`config.mk`:
```
export PLATFORM = sky130hd
export DESIGN_NAME = tsem_div
export DESIGN_NICKNAME = d
export VERILOG_FILES = /design/src/hw/rtl/tsem_pkg.sv /design/src/hw/rtl/tsem_div.sv
export SDC_FILE = /design/constraint.sdc
export NUM_CORES = 1
export LEC_CHECK = 0
export BUFFER_PORTS_ARGS = -buffer_cell sky130_fd_sc_hd__buf_2
export CORE_ASPECT_RATIO = 1.75
export CORE_UTILIZATION = 53
export DETAILED_ROUTE_END_ITERATION = 10
export PLACE_DENSITY = 0.84
export SYNTH_ARGS = -nofsm -noshare
export SYNTH_HDL_FRONTEND = slang
export SYNTH_SLANG_ARGS = --single-unit
```
`constraint.sdc`:
```
create_clock -name aclk -period 4.3 [get_ports aclk]
set_input_delay 0.645 -clock aclk [delete_from_list [all_inputs] [get_ports aclk]]
set_output_delay 0.645 -clock aclk [all_outputs]
set_load 0.1 [all_outputs]
```
`src/hw/rtl/tsem_pkg.sv`:
```
// package for the sign-elect merge block: payload structs, fsm states, constants
// no dependencies
package tsem_pkg;

    localparam int unsigned DEF_MODELS     = 4;
    localparam int unsigned DEF_ELEMENTS   = 4096;
    localparam int unsigned DEF_VALUE_BITS = 16;

    localparam int unsigned SUM_BITS  = 28;
    localparam int unsigned DENS_BITS = 17;
    localparam int unsigned CNT_BITS  = 13;
    localparam int unsigned MCNT_BITS = 3;
    localparam int unsigned ONE_Q16   = 65536;

    localparam logic [1:0] MODE_CLEAR = 2'd0;
    localparam logic [1:0] MODE_LOAD  = 2'd1;
    localparam logic [1:0] MODE_EMIT  = 2'd2;
    localparam logic [1:0] MODE_SPARE = 2'd3;

    localparam logic [1:0] REG_DENSITY = 2'd0;
    localparam logic [1:0] REG_ECOUNT  = 2'd1;
    localparam logic [1:0] REG_MCOUNT  = 2'd2;

    localparam logic [1:0] SIGN_NONE = 2'd0;
    localparam logic [1:0] SIGN_POS  = 2'd1;
    localparam logic [1:0] SIGN_NEG  = 2'd2;

    typedef struct packed {
        logic [1:0]         mode;
        logic [1:0]         model_index;
        logic [11:0]        element_index;
        logic signed [15:0] weight_value;
    } in_word_t;

    typedef struct packed {
        logic signed [15:0] merged_value;
        logic [11:0]        out_index;
        logic [1:0]         elected_sign;
    } out_word_t;

    typedef enum logic [2:0] {
        ST_IDLE,
        ST_READ,
        ST_CMP,
        ST_ACC,
        ST_DIV,
        ST_OUT
    } state_t;

    // request from the sequencer to the divider
    typedef struct packed {
        logic        start;
        logic [35:0] dividend;
        logic [4:0]  divisor;
    } div_req_t;

endpackage

```
`src/hw/rtl/tsem_div.sv`:
```
// restoring divider, one quotient bit per cycle
// depends on tsem_pkg
module tsem_div (
    input  logic              aclk,
    input  logic              aresetn,
    input  tsem_pkg::div_req_t req,
    output logic              done,
    output logic [35:0]       quotient
);
    import tsem_pkg::*;

    logic [35:0] q_reg, q_next;
    logic [4:0]  r_reg, r_next;
    logic [4:0]  d_reg, d_next;
    logic [5:0]  n_reg, n_next;
    logic        busy_reg, busy_next;
    logic [5:0]  trial;

    always_comb begin
        q_next = q_reg;
        r_next = r_reg;
        d_next = d_reg;
        n_next = n_reg;
        busy_next = busy_reg;
        trial = {r_reg, q_reg[35]};
        if (req.start) begin
            q_next = req.dividend;
            r_next = '0;
            d_next = req.divisor;
            n_next = 6'd36;
            busy_next = 1'b1;
        end else if (busy_reg) begin
            if (trial >= {1'b0, d_reg}) begin
                r_next = 5'(trial - {1'b0, d_reg});
                q_next = {q_reg[34:0], 1'b1};
            end else begin
                r_next = trial[4:0];
                q_next = {q_reg[34:0], 1'b0};
            end
            n_next = n_reg - 6'd1;
            if (n_reg == 6'd1) busy_next = 1'b0;
        end
    end

    always_ff @(posedge aclk) begin
        q_reg <= q_next;
        r_reg <= r_next;
        d_reg <= d_next;
        n_reg <= n_next;
        if (!aresetn) busy_reg <= 1'b0;
        else busy_reg <= busy_next;
    end

    assign done = busy_reg && (n_reg == 6'd1);
    assign quotient = q_next;

    a_div_nonzero: assert property (@(posedge aclk) disable iff (!aresetn)
        req.start |-> req.divisor != '0) else $error("zero divisor");
    a_div_len: assert property (@(posedge aclk) disable iff (!aresetn)
        req.start |=> busy_reg) else $error("divider not busy");
    a_div_nostart: assert property (@(posedge aclk) disable iff (!aresetn)
        busy_reg && !done |-> !req.start) else $error("divider restarted");
endmodule

```
==> After elaboration in Yosys (flattened, before gate mapping) <==
Index checks and enable logic that the tools add are counted.
{ "op_classes": {"n_addsub": 2, "n_lt_le_gt_ge": 1, "eq_ne": 1, "muxes": 7, "reduce_logical": 1} }
{ "ops": {"columns": ["operator", "count"], "rows": [
  ["two-way mux 36 bit", 2],
  ["== test 6 x 1 -> 1 bit, second input constant", 1],
  ["greater-or-equal comparator 6 x 5 -> 1 bit", 1],
  ["subtractor 6 x 1 -> 6 bit, second input constant", 1],
  ["two-way mux 5 bit", 1],
  ["subtractor 5 bit", 1],
  ["two-way mux 1 bit", 4],
  ["logical AND 1 bit", 1]
]} }
{ "totals": {"reg_bits": 53, "inputBits": 44, "output_inout_bits": 37, "wordCells": 17} }

==> Logic depth before layout (Yosys ltp) <==
{ "logic_depth": {"ltp_word": 4, "mapped_depth": 8, "ltp_nobuf": 8} }

==> Worst setup path before layout <==
Ideal clock, no wire load.
{ "synth_path": {"kind": "reg-to-output", "start": "register q_reg[35]", "end": "output port quotient[0]", "arrival_time_ps": 3512, "required_ps": 3655, "slack_ps": 143, "path_stages_with_launch": 9, "n_path_buf": 0, "path_cell_list": "dfxtp_1 > inv_1 > ha_1 > inv_1 > fa_1 > a211oi_1 > nor2_1 > nor3_1 > o31ai_1"} }
{ "synth_between": {"elab_chain_cells": 4} }
{ "synth_lines": {"columns": ["element", "line_no", "text"], "rows": [
  ["start: declaration", "tsem_div.sv:12", "logic [35:0] q_reg, q_next;"],
  ["start signal: assignment", "tsem_div.sv:46", "q_reg <= q_next;"],
  ["greater-or-equal comparator 6 x 5 -> 1 bit", "tsem_div.sv:33", "if (trial >= {1'b0, d_reg}) begin"],
  ["two-way mux 1 bit", "tsem_div.sv:33", null],
  ["two-way mux 36 bit", "tsem_div.sv:32", "end else if (busy_reg) begin"],
  ["two-way mux 36 bit", "tsem_div.sv:26", "if (req.start) begin"],
  ["end: declaration", "tsem_div.sv:8", "output logic [35:0] quotient"]
]} }
No other way between the ends.

==> Worst setup path after layout <==
Same ends and word-level chain as after synthesis.

==> implementation parameters <==
Parameter                              Value

Clocking
  CTS Sinks ... 53
  Root buffer cell ... clkbuf_8
  Depth of the CTS H-tree ... 2
  CTS max path bufs ... 2
  Number of buffers inserted by post-CTS setup repair ... 0
  Total CTS buffers ... 5
  Number of hold buffers added after cts ... 0
  TritonCTS clock tree ... done
  Insertion delay to the later sink of the worst-skew pair ... 0.29 ns
  Clock transition at the registers of the reported paths ... 0.09 ns
  Number of gates resized after cts ... 0

Synth
  Average footprint of a synthesized cell ... 9.32 sq um
  Post-synth top flop ... dfxtp_1
  Count of unique library cells instantiated by Yosys ... 35
  Number of instances in the synthesized netlist ... 254
  Count of state elements after synthesis ... 53
  Post-synthesis async set-or-reset flop share ... 0
  Sequential-to-total area share from yosys stat ... 0.469
  Number of warnings issued by yosys ... 0
  Mapped Nets ... 306
  Count of flip-flops with a built-in enable after synthesis ... 5
  Syn Std Cell Area ... 0.00237 sq mm

Floorplanning
  X dimension of the die ... 52.5 microns
  Area of the die ... 0.00475 sq mm
  Number of cell rows ... 31
  Initial Utilization ... 0.560
  Die height ... 90.4 microns
  Placeable core region ... 0.00423 sq mm
  Num ports ... 81

Routing
  Antenna Violating Nets Remaining ... 0
  DRC errors left ... 0
  DR WL/cell ... 13.0 microns
  Avg Vias per Cell ... 5.41
  Initial DRC Count ... 13
  First drt pass iteration count ... 4
  Via count ... 2045
  Total wirelength of the detailed-routed design ... 4.92 mm

STA
  Setup TNS after final layout ... 0 ns
  Final Max Slew Viols ... 0
  Unrepaired setup endpoints after global routing ... false
  Setup-violating endpoint count in the final report ... 0
  Clock skew after layout ... 0.00432 ns
  Max-slew headroom ... 0.330
  Final-report hold violation count ... 0
  Post-route fraction of the period consumed by the critical path ... 0.743
  Post-layout minimum cycle time ... 3.20 ns
  Slew at the pin closest to its max-slew limit ... 1.00 ns
  Maximum frequency from static timing analysis ... 0.313 GHz

Critical path
  Category of the critical setup timing path ... reg2out
  Delay of the slowest critical-path stage ... 0.42 ns
  Startpoint Class ... register
  Buffers & Inverters on Critical Path ... 3
  Critical path, cell by cell ... inv_1 > ha_1 > inv_1 > fa_1 > a211oi_1 > nor2_1 > nor3_1 > o31ai_1 > buf_2
  Data required time at the worst endpoint ... 3.65 ns
  CP top delay family ... adder cells
  Worst Path Max Fanout ... 5
  Slowest CP cell ... fa_1
  Cell repeated most along the worst path ... inv_1
  Worst Path Arrival ... 2.55 ns
  Endpoint type of the worst setup path ... output port

Placement
  Port Buffers ... 80
  Post-detail-place hpwl ... 3.76 mm
  Gp weighted congestion ... 0.861

GRT
  Total GRT Usage ... 0.229
  First-pass GRT wire length ... 8.34 mm
  Congestion Overflow GR ... 0
  Antenna violations before repair ... 0
  Maximum number of pins on one net before global-route repair ... 75
  Number of global-route vias before repair ... 1981

Finish
  Fill cells ... 357
  Net count of the finished layout ... 381
  Antenna diode count ... 0
  Proportion of layout cells with a drive suffix above 1 ... 0.286
  Area Growth Syn to Fin ... 21.5%
  Max reg flops ... 36
  Core utilization of the finished layout ... 0.680

Power and ir drop
  Total chip power ... 1.36 mW
  P_leak ... 1.33 nW
  Clock power share ... 0.202
  Maximum vdd drop ... 0.316 mV
  Pint ... 789 uW
  Combinational fraction of design power ... 0.368
  Sequential cell fraction of total power ... 0.429
  Share of total power consumed by net switching ... 0.421
  Power density over the cells ... 473 mW/mm^2
  Reported net switching power ... 573 uW

Min path
  Worst min-delay path class ... reg2reg

Status
  Result of the run ... complete, no violations

Flow run
  Count of maximum capacitance violations ... 0
## cells in the final DEF (no fill, tap or decap), types with 3 or more instances in the layout
cell and count:
buf_2 80, xnor2_1 5, nor2_1 11, mux2i_1 35, a21oi_1 3, inv_1 10
nand2_1 45, dfxtp_1 47, ha_1 7, edfxtp_1 5, o21ai_0 37, buf_4 3
clkbuf_8 6, nor3_1 3
## path summary, 6_finish.rpt
| path | startpoint | end | slack (ns) | cells past startpoint |
|---|---|---|---|---|
| setup / recovery | q_reg[35] | quotient[0] | 1.10 | 9 |
| hold reg to reg | n_reg[1] | n_reg[1] | 0.50 | 2 |
| hold / removal | n_reg[1] | n_reg[1] | 0.50 | 2 |
| setup reg to reg | q_reg[35] | r_reg[2] | 2.07 | 8 |
## power groups by stage
stage | Clock (mW) | Sequential, mW | Combinational (mW)
2_1_floorplan | 0 | 0.585 | 0.423
3_3_place_gp | 0 | 0.594 | 0.496
3_5_place_dp | 0 | 0.596 | 0.501
4_1_cts | 0.285 | 0.585 | 0.503
5_1_grt | 0.304 | 0.591 | 0.528
6_report | 0.276 | 0.584 | 0.502
## cells in the mapped netlist (3+ instances only)
cell type  count  area share
dfxtp_1       48        0.41
nand2_1       45       0.071
o21ai_0       37       0.078
mux2i_1       35        0.15
nor2_1        11       0.017
inv_1         10       0.016
clkbuf_1       8       0.013
ha_1           7       0.037
buf_2          5       0.011
edfxtp_1       5       0.063
xnor2_1        5       0.018
a21oi_1        3      0.0063
nor3_1         3      0.0063
## routing by layer
layer	up-vias	wire length, microns	share of wire	GRT usage
li1	1038	-	-	-
met1	942	1920	0.39	0.245
met2	54	2660	0.54	0.405
met3	11	241	0.049	0.0572
met4	0	109	0.022	0.0943
met5	-	0	0	0
## worst reg2reg max path, delay by kind of cell, from the launching register on
family | cells | cell delay (ns)
buffers and inverters | 2 | 0.12
flip-flops | 1 | 0.33
AND/OR/NAND/NOR | 2 | 0.68
AO/OA/AOI/OAI | 2 | 0.44
adder cells (fa/ha/maj) | 2 | 0.58
## final cells by class
| type | instances | area [sq um] | area share |
|---|---|---|---|
| clock buffers | 7 | 86.3 | 0.0300 |
| inverters | 10 | 37.5 | 0.0130 |
| flip-flops and latches | 53 | 1110 | 0.387 |
| well taps | 49 | 61.3 | 0.0213 |
| repair buffers | 83 | 423 | 0.147 |
| multi-input cells | 176 | 1160 | 0.402 |
## kinds of logic after synthesis
logic type	Yosys count	share of synthesized area
buffers and inverters	25	0.0423
xor gates and xnor gates	7	0.0259
adders and majority gates	8	0.0455
muxes	35	0.148
DFF	53	0.469
and+or+nand+nor	73	0.136
AOI/OAI and AO/OA	53	0.133
## stage by stage
step	hold slack, ns	area [sq um]	cells	setup WS [ns]
finish	0.496	2880	378	1.10
global route	0.502	2880	378	0.909
CTS	0.498	2880	378	1.07
detailed placement	0.485	2790	371	1.39
global placement	0.474	2790	371	1.45
floorplan	0.460	2370	254	0.143
(Power assumes the default switching activity.)
